File: src/hdl/ssq_pkg.sv
package ssq_pkg;

   localparam int CAPACITY = 32;
   localparam int CNT_W    = $clog2(CAPACITY + 1);
   localparam int TAG_W    = 16;
   localparam int PRIO_W   = 16;

   typedef enum logic {
      CMD_INSERT  = 1'b0,
      CMD_READOUT = 1'b1
   } cmd_type;

   typedef enum logic [1:0] {
      STATUS_INSERTED = 2'd0,
      STATUS_FULL     = 2'd1,
      STATUS_EMPTY    = 2'd2,
      STATUS_ENTRY    = 2'd3
   } status_type;

   typedef enum logic {
      ST_IDLE = 1'b0,
      ST_READ = 1'b1
   } state_type;

   typedef struct packed {
      logic [TAG_W-1:0]         tag;
      logic signed [PRIO_W-1:0] prio;
   } entry_type;

   // broadcast to every cell
   typedef struct packed {
      logic       insert;
      logic       rotate;
      entry_type  fresh;
      logic [CNT_W-1:0] count;
   } cell_ctl_type;

endpackage

File: src/hdl/ssq_req_if.sv
interface ssq_req_if;
   import ssq_pkg::*;

   logic                     valid;
   logic                     ready;
   logic                     cmd;
   logic [TAG_W-1:0]         tag;
   logic signed [PRIO_W-1:0] priority_req;

   modport source (output valid, output cmd, output tag, output priority_req, input ready);
   modport sink   (input valid, input cmd, input tag, input priority_req, output ready);
endinterface

File: src/hdl/ssq_rsp_if.sv
interface ssq_rsp_if;
   import ssq_pkg::*;

   logic                     valid;
   logic                     ready;
   logic [TAG_W-1:0]         out_tag;
   logic signed [PRIO_W-1:0] out_priority;
   logic [1:0]               status;
   logic                     last;

   modport source (output valid, output out_tag, output out_priority, output status,
                   output last, input ready);
   modport sink   (input valid, input out_tag, input out_priority, input status,
                   input last, output ready);
endinterface

File: src/hdl/ssq_cell.sv
module ssq_cell (
   input  logic                        clock,
   input  logic [ssq_pkg::CNT_W-1:0]   cell_idx,
   input  ssq_pkg::cell_ctl_type       ctl,
   input  logic                        prev_keep,
   input  ssq_pkg::entry_type          prev_entry,
   input  ssq_pkg::entry_type          next_entry,
   input  ssq_pkg::entry_type          head_entry,
   output logic                        keep,
   output ssq_pkg::entry_type          entry
);
   import ssq_pkg::*;

   entry_type entry_ff;
   entry_type entry_in;
   logic      occ;
   logic      next_occ;

   assign occ      = cell_idx < ctl.count;
   assign next_occ = (CNT_W'(cell_idx + 1'b1)) < ctl.count;
   // equal priority stays ahead of the newcomer
   assign keep     = occ && (entry_ff.prio >= ctl.fresh.prio);
   assign entry    = entry_ff;

   always_comb begin
      entry_in = entry_ff;
      if (ctl.insert) begin
         if (keep) begin
            entry_in = entry_ff;
         end else if (prev_keep) begin
            entry_in = ctl.fresh;
         end else begin
            entry_in = prev_entry;
         end
      end else if (ctl.rotate && occ) begin
         // tail of the occupied run picks up the head: rotation restores order
         entry_in = next_occ ? next_entry : head_entry;
      end
   end

   always_ff @(posedge clock) begin
      entry_ff <= entry_in;
   end
endmodule

File: src/hdl/stable_sorted_priority_queue_unit.sv
// Stable sorted priority queue, built as a row of CAPACITY cells.
// req_chan (valid/ready): cmd selects insert or readout; tag and
//   priority_req give the entry to insert. A word is taken on valid && ready.
// rsp_chan (valid/ready): out_tag, out_priority, status, last.
// Insert: every cell compares its priority with the new one in the same
//   cycle and either holds, takes the new entry or takes its left
//   neighbour's; one status word appears in the cycle after acceptance.
//   Equal priorities keep arrival order. A full store drops the entry.
// Readout: acceptance moves the unit to the read state; then, while the output
//   register is free, the occupied cells rotate one place per cycle towards
//   cell 0, cell 0 feeding the output register, so all stored entries leave in
//   turn and the store is back in order afterwards. An empty store gives one word.
// Throughput: one insert per cycle while the output register is free; a readout
//   holds off new requests until its last word is in the output register.
// Responses: the status word of an insert or of an empty readout appears in the
//   cycle after acceptance; a readout loads its first word in the read state.
// Receiver stall: the output register holds its word and the chain stops;
//   req_chan.ready drops while the output register is full and not taken.
// Reset (synchronous): empties the store and the output register; the entry
//   storage itself is not cleared.
module stable_sorted_priority_queue_unit (
   input  logic      clock,
   input  logic      reset,
   ssq_req_if.sink   req_chan,
   ssq_rsp_if.source rsp_chan
);
   import ssq_pkg::*;

   state_type        state_ff, state_in;
   logic [CNT_W-1:0] count_ff, count_in;
   logic [CNT_W-1:0] remain_ff, remain_in;

   logic                     rsp_valid_ff, rsp_valid_in;
   logic [TAG_W-1:0]         rsp_tag_ff, rsp_tag_in;
   logic signed [PRIO_W-1:0] rsp_prio_ff, rsp_prio_in;
   status_type               rsp_status_ff, rsp_status_in;
   logic                     rsp_last_ff, rsp_last_in;

   logic         out_free;
   logic         accept;
   logic         is_insert;
   logic         is_full;
   logic         rd_last;
   cell_ctl_type ctl;

   entry_type cell_entry [CAPACITY];
   logic      cell_keep  [CAPACITY];

   assign out_free  = !rsp_valid_ff || rsp_chan.ready;
   assign accept    = req_chan.valid && req_chan.ready;
   assign is_insert = req_chan.cmd == CMD_INSERT;
   assign is_full   = count_ff == CNT_W'(CAPACITY);
   assign rd_last   = remain_ff == CNT_W'(1);

   // ---- next state
   always_comb begin
      state_in = state_ff;
      unique case (state_ff)
         ST_IDLE: begin
            if (accept && !is_insert && count_ff != '0) begin
               state_in = ST_READ;
            end
         end
         ST_READ: begin
            if (out_free && rd_last) begin
               state_in = ST_IDLE;
            end
         end
         default: state_in = ST_IDLE;
      endcase
   end

   // ---- control outputs
   always_comb begin
      req_chan.ready  = 1'b0;
      ctl.rotate      = 1'b0;
      unique case (state_ff)
         ST_IDLE: req_chan.ready = out_free;
         ST_READ: ctl.rotate     = out_free;
         default: ;
      endcase
      ctl.insert     = accept && is_insert && !is_full;
      ctl.fresh.tag  = req_chan.tag;
      ctl.fresh.prio = req_chan.priority_req;
      ctl.count      = count_ff;
   end

   // ---- cell row
   for (genvar i = 0; i < CAPACITY; i++) begin : g_cell
      logic      p_keep;
      entry_type p_entry;
      entry_type n_entry;
      if (i == 0) begin : g_first
         assign p_keep  = 1'b1;
         assign p_entry = ctl.fresh;
      end else begin : g_mid
         assign p_keep  = cell_keep[i-1];
         assign p_entry = cell_entry[i-1];
      end
      if (i == CAPACITY - 1) begin : g_tail
         assign n_entry = cell_entry[0];
      end else begin : g_body
         assign n_entry = cell_entry[i+1];
      end
      ssq_cell u_cell (
         .clock      (clock),
         .cell_idx   (CNT_W'(i)),
         .ctl        (ctl),
         .prev_keep  (p_keep),
         .prev_entry (p_entry),
         .next_entry (n_entry),
         .head_entry (cell_entry[0]),
         .keep       (cell_keep[i]),
         .entry      (cell_entry[i])
      );
   end

   // ---- counters and output register
   always_comb begin
      count_in      = count_ff;
      remain_in     = remain_ff;
      rsp_valid_in  = rsp_valid_ff;
      rsp_tag_in    = rsp_tag_ff;
      rsp_prio_in   = rsp_prio_ff;
      rsp_status_in = rsp_status_ff;
      rsp_last_in   = rsp_last_ff;
      if (rsp_chan.ready) begin
         rsp_valid_in = 1'b0;
      end
      if (ctl.insert) begin
         count_in = CNT_W'(count_ff + 1'b1);
      end
      if (accept) begin
         rsp_valid_in = 1'b1;
         rsp_tag_in   = '0;
         rsp_prio_in  = '0;
         rsp_last_in  = 1'b1;
         if (is_insert) begin
            rsp_status_in = is_full ? STATUS_FULL : STATUS_INSERTED;
         end else if (count_ff == '0) begin
            rsp_status_in = STATUS_EMPTY;
         end else begin
            // first entry goes out on the next cycle
            rsp_valid_in = 1'b0;
            remain_in    = count_ff;
         end
      end else if (ctl.rotate) begin
         rsp_valid_in  = 1'b1;
         rsp_tag_in    = cell_entry[0].tag;
         rsp_prio_in   = cell_entry[0].prio;
         rsp_status_in = STATUS_ENTRY;
         rsp_last_in   = rd_last;
         remain_in     = CNT_W'(remain_ff - 1'b1);
      end
   end

   always_ff @(posedge clock) begin
      if (reset) begin
         state_ff     <= ST_IDLE;
         count_ff     <= '0;
         remain_ff    <= '0;
         rsp_valid_ff <= 1'b0;
      end else begin
         state_ff     <= state_in;
         count_ff     <= count_in;
         remain_ff    <= remain_in;
         rsp_valid_ff <= rsp_valid_in;
      end
   end

   always_ff @(posedge clock) begin
      rsp_tag_ff    <= rsp_tag_in;
      rsp_prio_ff   <= rsp_prio_in;
      rsp_status_ff <= rsp_status_in;
      rsp_last_ff   <= rsp_last_in;
   end

   assign rsp_chan.valid        = rsp_valid_ff;
   assign rsp_chan.out_tag      = rsp_tag_ff;
   assign rsp_chan.out_priority = rsp_prio_ff;
   assign rsp_chan.status       = rsp_status_ff;
   assign rsp_chan.last         = rsp_last_ff;

`ifndef SYNTHESIS
   a_count_bound: assert property (@(posedge clock) disable iff (reset)
      count_ff <= CNT_W'(CAPACITY))
      else $error("entry count above capacity");

   a_count_grow: assert property (@(posedge clock) disable iff (reset)
      ctl.insert |=> count_ff == CNT_W'($past(count_ff) + 1'b1))
      else $error("insert did not add an entry");

   a_count_hold: assert property (@(posedge clock) disable iff (reset)
      state_ff == ST_READ |-> $stable(count_ff) && remain_ff != '0
                              && remain_ff <= count_ff)
      else $error("readout bookkeeping broken");

   a_no_req_in_read: assert property (@(posedge clock) disable iff (reset)
      state_ff == ST_READ |-> !req_chan.ready)
      else $error("request taken during readout");

   a_last_leaves_read: assert property (@(posedge clock) disable iff (reset)
      ctl.rotate && rd_last |=> state_ff == ST_IDLE && rsp_chan.last)
      else $error("readout did not end on last word");
`endif
endmodule
File: src/flat_wrapper.sv
// flat-port wrapper written by rule: the top's interface ports become plain ports
module stable_sorted_priority_queue_unit_flat import ssq_pkg::*;
  (clock, reset, req_chan_valid, req_chan_cmd, req_chan_tag, req_chan_priority_req, req_chan_ready, rsp_chan_valid, rsp_chan_out_tag, rsp_chan_out_priority, rsp_chan_status, rsp_chan_last, rsp_chan_ready);
  ssq_req_if req_chan_i ();
  ssq_rsp_if rsp_chan_i ();
  input  logic clock;
  input  logic reset;
  input wire logic [$bits(req_chan_i.valid)-1:0] req_chan_valid;
  input wire logic [$bits(req_chan_i.cmd)-1:0] req_chan_cmd;
  input wire logic [$bits(req_chan_i.tag)-1:0] req_chan_tag;
  input wire logic [$bits(req_chan_i.priority_req)-1:0] req_chan_priority_req;
  output wire logic [$bits(req_chan_i.ready)-1:0] req_chan_ready;
  output wire logic [$bits(rsp_chan_i.valid)-1:0] rsp_chan_valid;
  output wire logic [$bits(rsp_chan_i.out_tag)-1:0] rsp_chan_out_tag;
  output wire logic [$bits(rsp_chan_i.out_priority)-1:0] rsp_chan_out_priority;
  output wire logic [$bits(rsp_chan_i.status)-1:0] rsp_chan_status;
  output wire logic [$bits(rsp_chan_i.last)-1:0] rsp_chan_last;
  input wire logic [$bits(rsp_chan_i.ready)-1:0] rsp_chan_ready;
  assign req_chan_i.valid = req_chan_valid;
  assign req_chan_i.cmd = req_chan_cmd;
  assign req_chan_i.tag = req_chan_tag;
  assign req_chan_i.priority_req = req_chan_priority_req;
  assign req_chan_ready = req_chan_i.ready;
  assign rsp_chan_valid = rsp_chan_i.valid;
  assign rsp_chan_out_tag = rsp_chan_i.out_tag;
  assign rsp_chan_out_priority = rsp_chan_i.out_priority;
  assign rsp_chan_status = rsp_chan_i.status;
  assign rsp_chan_last = rsp_chan_i.last;
  assign rsp_chan_i.ready = rsp_chan_ready;
  stable_sorted_priority_queue_unit u_core (.clock(clock), .reset(reset), .req_chan(req_chan_i), .rsp_chan(rsp_chan_i));
endmodule
File: config.mk
export PLATFORM = sky130hd
export DESIGN_NAME = stable_sorted_priority_queue_unit_flat
export DESIGN_NICKNAME = d
export VERILOG_FILES = /design/src/hdl/ssq_pkg.sv /design/src/hdl/ssq_req_if.sv /design/src/hdl/ssq_rsp_if.sv /design/src/hdl/ssq_cell.sv /design/src/hdl/stable_sorted_priority_queue_unit.sv /design/src/flat_wrapper.sv
export SDC_FILE = /design/constraint.sdc
export NUM_CORES = 2
export LEC_CHECK = 0
export CAP_MARGIN = 40
export CORE_ASPECT_RATIO = 0.9
export CORE_MARGIN = 1.5
export CORE_UTILIZATION = 40
export DETAILED_ROUTE_END_ITERATION = 10
export DONT_BUFFER_PORTS = 1
export HOLD_SLACK_MARGIN = 0.1
export PLACE_DENSITY = 0.6
export SLEW_MARGIN = 20
export SYNTH_ARGS = -nofsm -noshare
export SYNTH_HDL_FRONTEND = slang
export SYNTH_HIERARCHICAL = 1
export SYNTH_SLANG_ARGS = --single-unit
File: constraint.sdc
create_clock -name clock -period 7.8 [get_ports clock]
set_clock_uncertainty 0.1 [all_clocks]
set_input_delay 0.78 -clock clock [delete_from_list [all_inputs] [get_ports clock]]
set_output_delay 0.78 -clock clock [all_outputs]
set_load 0.03 [all_outputs]
==> impl_summary.txt <==
----------------------------------------------------
[Power]
  Peak ir drop on the vdd network ... ~0.22 mV
  Lkg Pwr ... between 30 and 40 nW
  Overall Power ... roughly 20 mW
  Cell Pwr Density ... between 200 and 250 mW/mm2

[Drt]
  Remaining routing DRC violations ... 0
  Total iterations of the first detailed-routing run ... 6
  Count of nets left with antenna violations after detail routing ... 0
  Total number of vias ... between 70000 and 80000
  Wire length per cell after detailed routing ... ~22 um
  Via/cell ratio ... about 5.8
  Final routed wirelength across all metal layers ... 275500 um
  Initial drt markers ... between 7000 and 8000

[Global route]
  Maximum number of pins on one net before global-route repair ... about 240
  Number of global-route vias before repair ... around 72000
  Grt met2 use ... around two fifths
  Number of antenna violations at the first check in global routing ... 4
  GRT Resource Usage Total ... a little under a quarter
  Met1 Resource Use GR ... roughly a third
  Total congestion overflow ... 0
  M3 GR Usage ... ~3.4%
  Peak-usage layer in the global routing report ... met2
  Global-route wire length before repair ... between 400000 and 500000 um

[Placed design]
  Minimum setup slack after placement ... roughly 3.7 ns
  Final estimated routing congestion in global placement ... between 0.8 and 0.9
  HPWL reported at the end of detailed placement ... 184800 um
  Number of input and output port buffers inserted ... 0
  Post-placement cell count ... around 12000

[STA]
  Pin slew with the least headroom to its limit ... about 1.2 ns
  Worst relative slew slack ... 22.01%
  Unrepaired setup endpoints after global routing ... false
  F_max ... ~240 MHz
  Final-layout worst hold slack ... roughly 0.19 ns
  PnR worst setup slack ... 3.692 ns
  Final hold viol count ... 0
  Number of failing setup endpoints in the final timing report ... 0
  Sum of negative setup slack ... 0 ns
  Period Utilization, post-route ... around 53%
  Final max-slew violation count ... 0
  Period minus WS final ... 4.108 ns

[Synthesis]
  Synthesized area ... around 0.089 mm2
  Total number of yosys warnings ... 6
  Post-Syn Instances ... approximately 9100
  Syn avg cell area ... ~9.8 um2

[CTS]
  Worst skew pair latency ... about 0.79 ns
  Total of cells resized after clock tree synthesis ... 0
  Post-CTS Hold Fix Bufs ... 3
  Maximum root-to-sink buffer count ... 3
  Number of setup buffers added after CTS ... 0
  Clock root buffer ... sky130_fd_sc_hd__clkbuf_16
  Clock tree from TritonCTS ... yes
  CTS H-tree lvls ... 4
  Clock transition at the register clock pins on the worst setup and hold paths after CTS ... roughly 0.060 ns
  Number of clock sinks seen by CTS ... 1073
  CTS Buf Count ... between 100 and 150

[Die]
  Vert. Die Dim ... 450.8 um
  Count of boundary I/O pins ... 74
  Initial Util ... about two fifths
  Area of the die ... ~0.23 mm2
  Die Wd ... 500.6 um
  Standard-cell rows ... around 160
  Placeable core region ... around 0.22 mm2

[Critical path]
  Required arrival time at the worst endpoint ... ~8.3 ns
  Depth of the worst register-to-register path ... 8
  Crit. End Element ... register
  R2r startpoint ... u_core/count_ff[3]$_SDFFE_PP0P_
  R2r setup slk ... 3.69 ns
  Critical Path Start ... u_core/count_ff[3]$_SDFFE_PP0P_
  Highest fanout seen on the critical path ... about 230
  Endpoint of the lowest-slack register-to-register path ... u_core/g_cell[24].u_cell/entry[23]$_DFFE_PP_
  Critical Path AT ... ~4.6 ns
  Kind of start point of the critical path ... register
  Kind of critical path ... register to register

[Min path]
  Hold path endpoint ... u_core/rsp_chan.status[1]$_SDFFCE_PN1P_
  Hold wc startpoint ... req_chan_cmd
  Worst hold path class ... input pin to register
  Worst hold path stage count ... 2

[Outcome]
  Result of the run ... finished, final reports clean

[Cells and area]
  Final cell count without fillers ... roughly 13000
  Area Overhead vs Synth ... 10.24%
  Total of fill cells in the finished design ... 21040
  Ratio of cells with drive above 1 in the final layout ... under 10%
  Number of nets in the final layout ... approximately 10000

[Job]
  # Max-Cap Violations ... 0

----------------------------------------------------
worst max-delay path, stage by stage (launching register included):
cell	delay, ns
sky130_fd_sc_hd__dfxtp_2	0.32
sky130_fd_sc_hd__buf_4	0.51
sky130_fd_sc_hd__nor4b_4	0.14
sky130_fd_sc_hd__a2111oi_4	0.36
sky130_fd_sc_hd__buf_4	0.37
sky130_fd_sc_hd__buf_12	0.52
sky130_fd_sc_hd__buf_12	0.61
sky130_fd_sc_hd__a21oi_1	0.15
sky130_fd_sc_hd__a22oi_1	0.24
power by group:
part	total [mW]	switching, mW	leakage (nW)	internal [mW]
clock network	6.19	2.69	2.05	3.50
registers	7.96	0.576	9.95	7.38
logic	5.87	3.46	26.1	2.41
layout make-up:
type                       count  area (um2)  share of cell area, %
multi-input combinational   7409       54270                  55.24
clock inverter                63       585.6                 0.5959
timing repair buffer         161        1694                  1.724
tap                         2905        3635                  3.699
antenna                        2       5.005               0.005093
inverter                     713        2676                  2.724
clock buffer                 175        3632                  3.697
sequential                  1073       31760                  32.32
layout by cell type, fill, tap and decap left out, types with 32 or more instances in the layout:
master and count:
sky130_fd_sc_hd__a21oi_1 1375, sky130_fd_sc_hd__buf_4 124, sky130_fd_sc_hd__xnor2_1 67, sky130_fd_sc_hd__edfxtp_1 1026, sky130_fd_sc_hd__clkbuf_16 138, sky130_fd_sc_hd__conb_1 641
sky130_fd_sc_hd__xor2_1 72, sky130_fd_sc_hd__clkbuf_1 33, sky130_fd_sc_hd__o21ai_1 34, sky130_fd_sc_hd__nor2b_1 65, sky130_fd_sc_hd__a21boi_1 32, sky130_fd_sc_hd__inv_1 712
sky130_fd_sc_hd__a21oi_4 32, sky130_fd_sc_hd__and3_1 34, sky130_fd_sc_hd__mux2i_1 1050, sky130_fd_sc_hd__dfxtp_1 41, sky130_fd_sc_hd__o21ai_0 131, sky130_fd_sc_hd__nand4_1 91
sky130_fd_sc_hd__nor2_1 93, sky130_fd_sc_hd__nand2b_1 1060, sky130_fd_sc_hd__a2111oi_4 33, sky130_fd_sc_hd__nand3_1 169, sky130_fd_sc_hd__ha_1 868, sky130_fd_sc_hd__a31o_2 56
sky130_fd_sc_hd__a22oi_1 1024, sky130_fd_sc_hd__a21o_1 32, sky130_fd_sc_hd__nand2_1 271
stage by stage:
stage	cell area, um2	utilization, %
after floorplan	91530	-
after global placement	93400	42.14
after detailed placement	93980	42.41
after CTS	98230	44.32
after global routing	98260	44.34
final	98260	44.34
worst max-delay path by stage:
stage,slack (ns),endpoint,cells past startpoint
2_1_floorplan,1.17,u_core/g_cell[4].u_cell/entry[0]$_DFFE_PP_,7
3_3_place_gp,3.70,u_core/g_cell[1].u_cell/entry[26]$_DFFE_PP_,7
3_5_place_dp,3.67,u_core/g_cell[3].u_cell/entry[6]$_DFFE_PP_,10
4_1_cts,3.79,u_core/g_cell[7].u_cell/entry[20]$_DFFE_PP_,8
5_1_grt,3.54,u_core/g_cell[5].u_cell/entry[31]$_DFFE_PP_,9
6_report,3.69,u_core/g_cell[24].u_cell/entry[23]$_DFFE_PP_,8
flip-flops by register name (all words and copies together) (netlist names):
register                      count
u_core/rsp_chan.valid             1
u_core/count_ff                   6
u_core/rsp_chan.status            2
u_core/rsp_chan.out_tag          16
u_core/rsp_chan.last              1
u_core/g_cell.u_cell/entry     1024
u_core/state_ff                   1
u_core/remain_ff                  6
u_core/rsp_chan.out_priority     16
metal layers:
layer / up-vias / part of all wire [%]
li1: 33980 / -
met1: 35610 / 44
met2: 2508 / 46
met3: 443 / 6.4
met4: 0 / 3.4
met5: - / 0
Note: power is estimated with default switching activity, not from simulation.
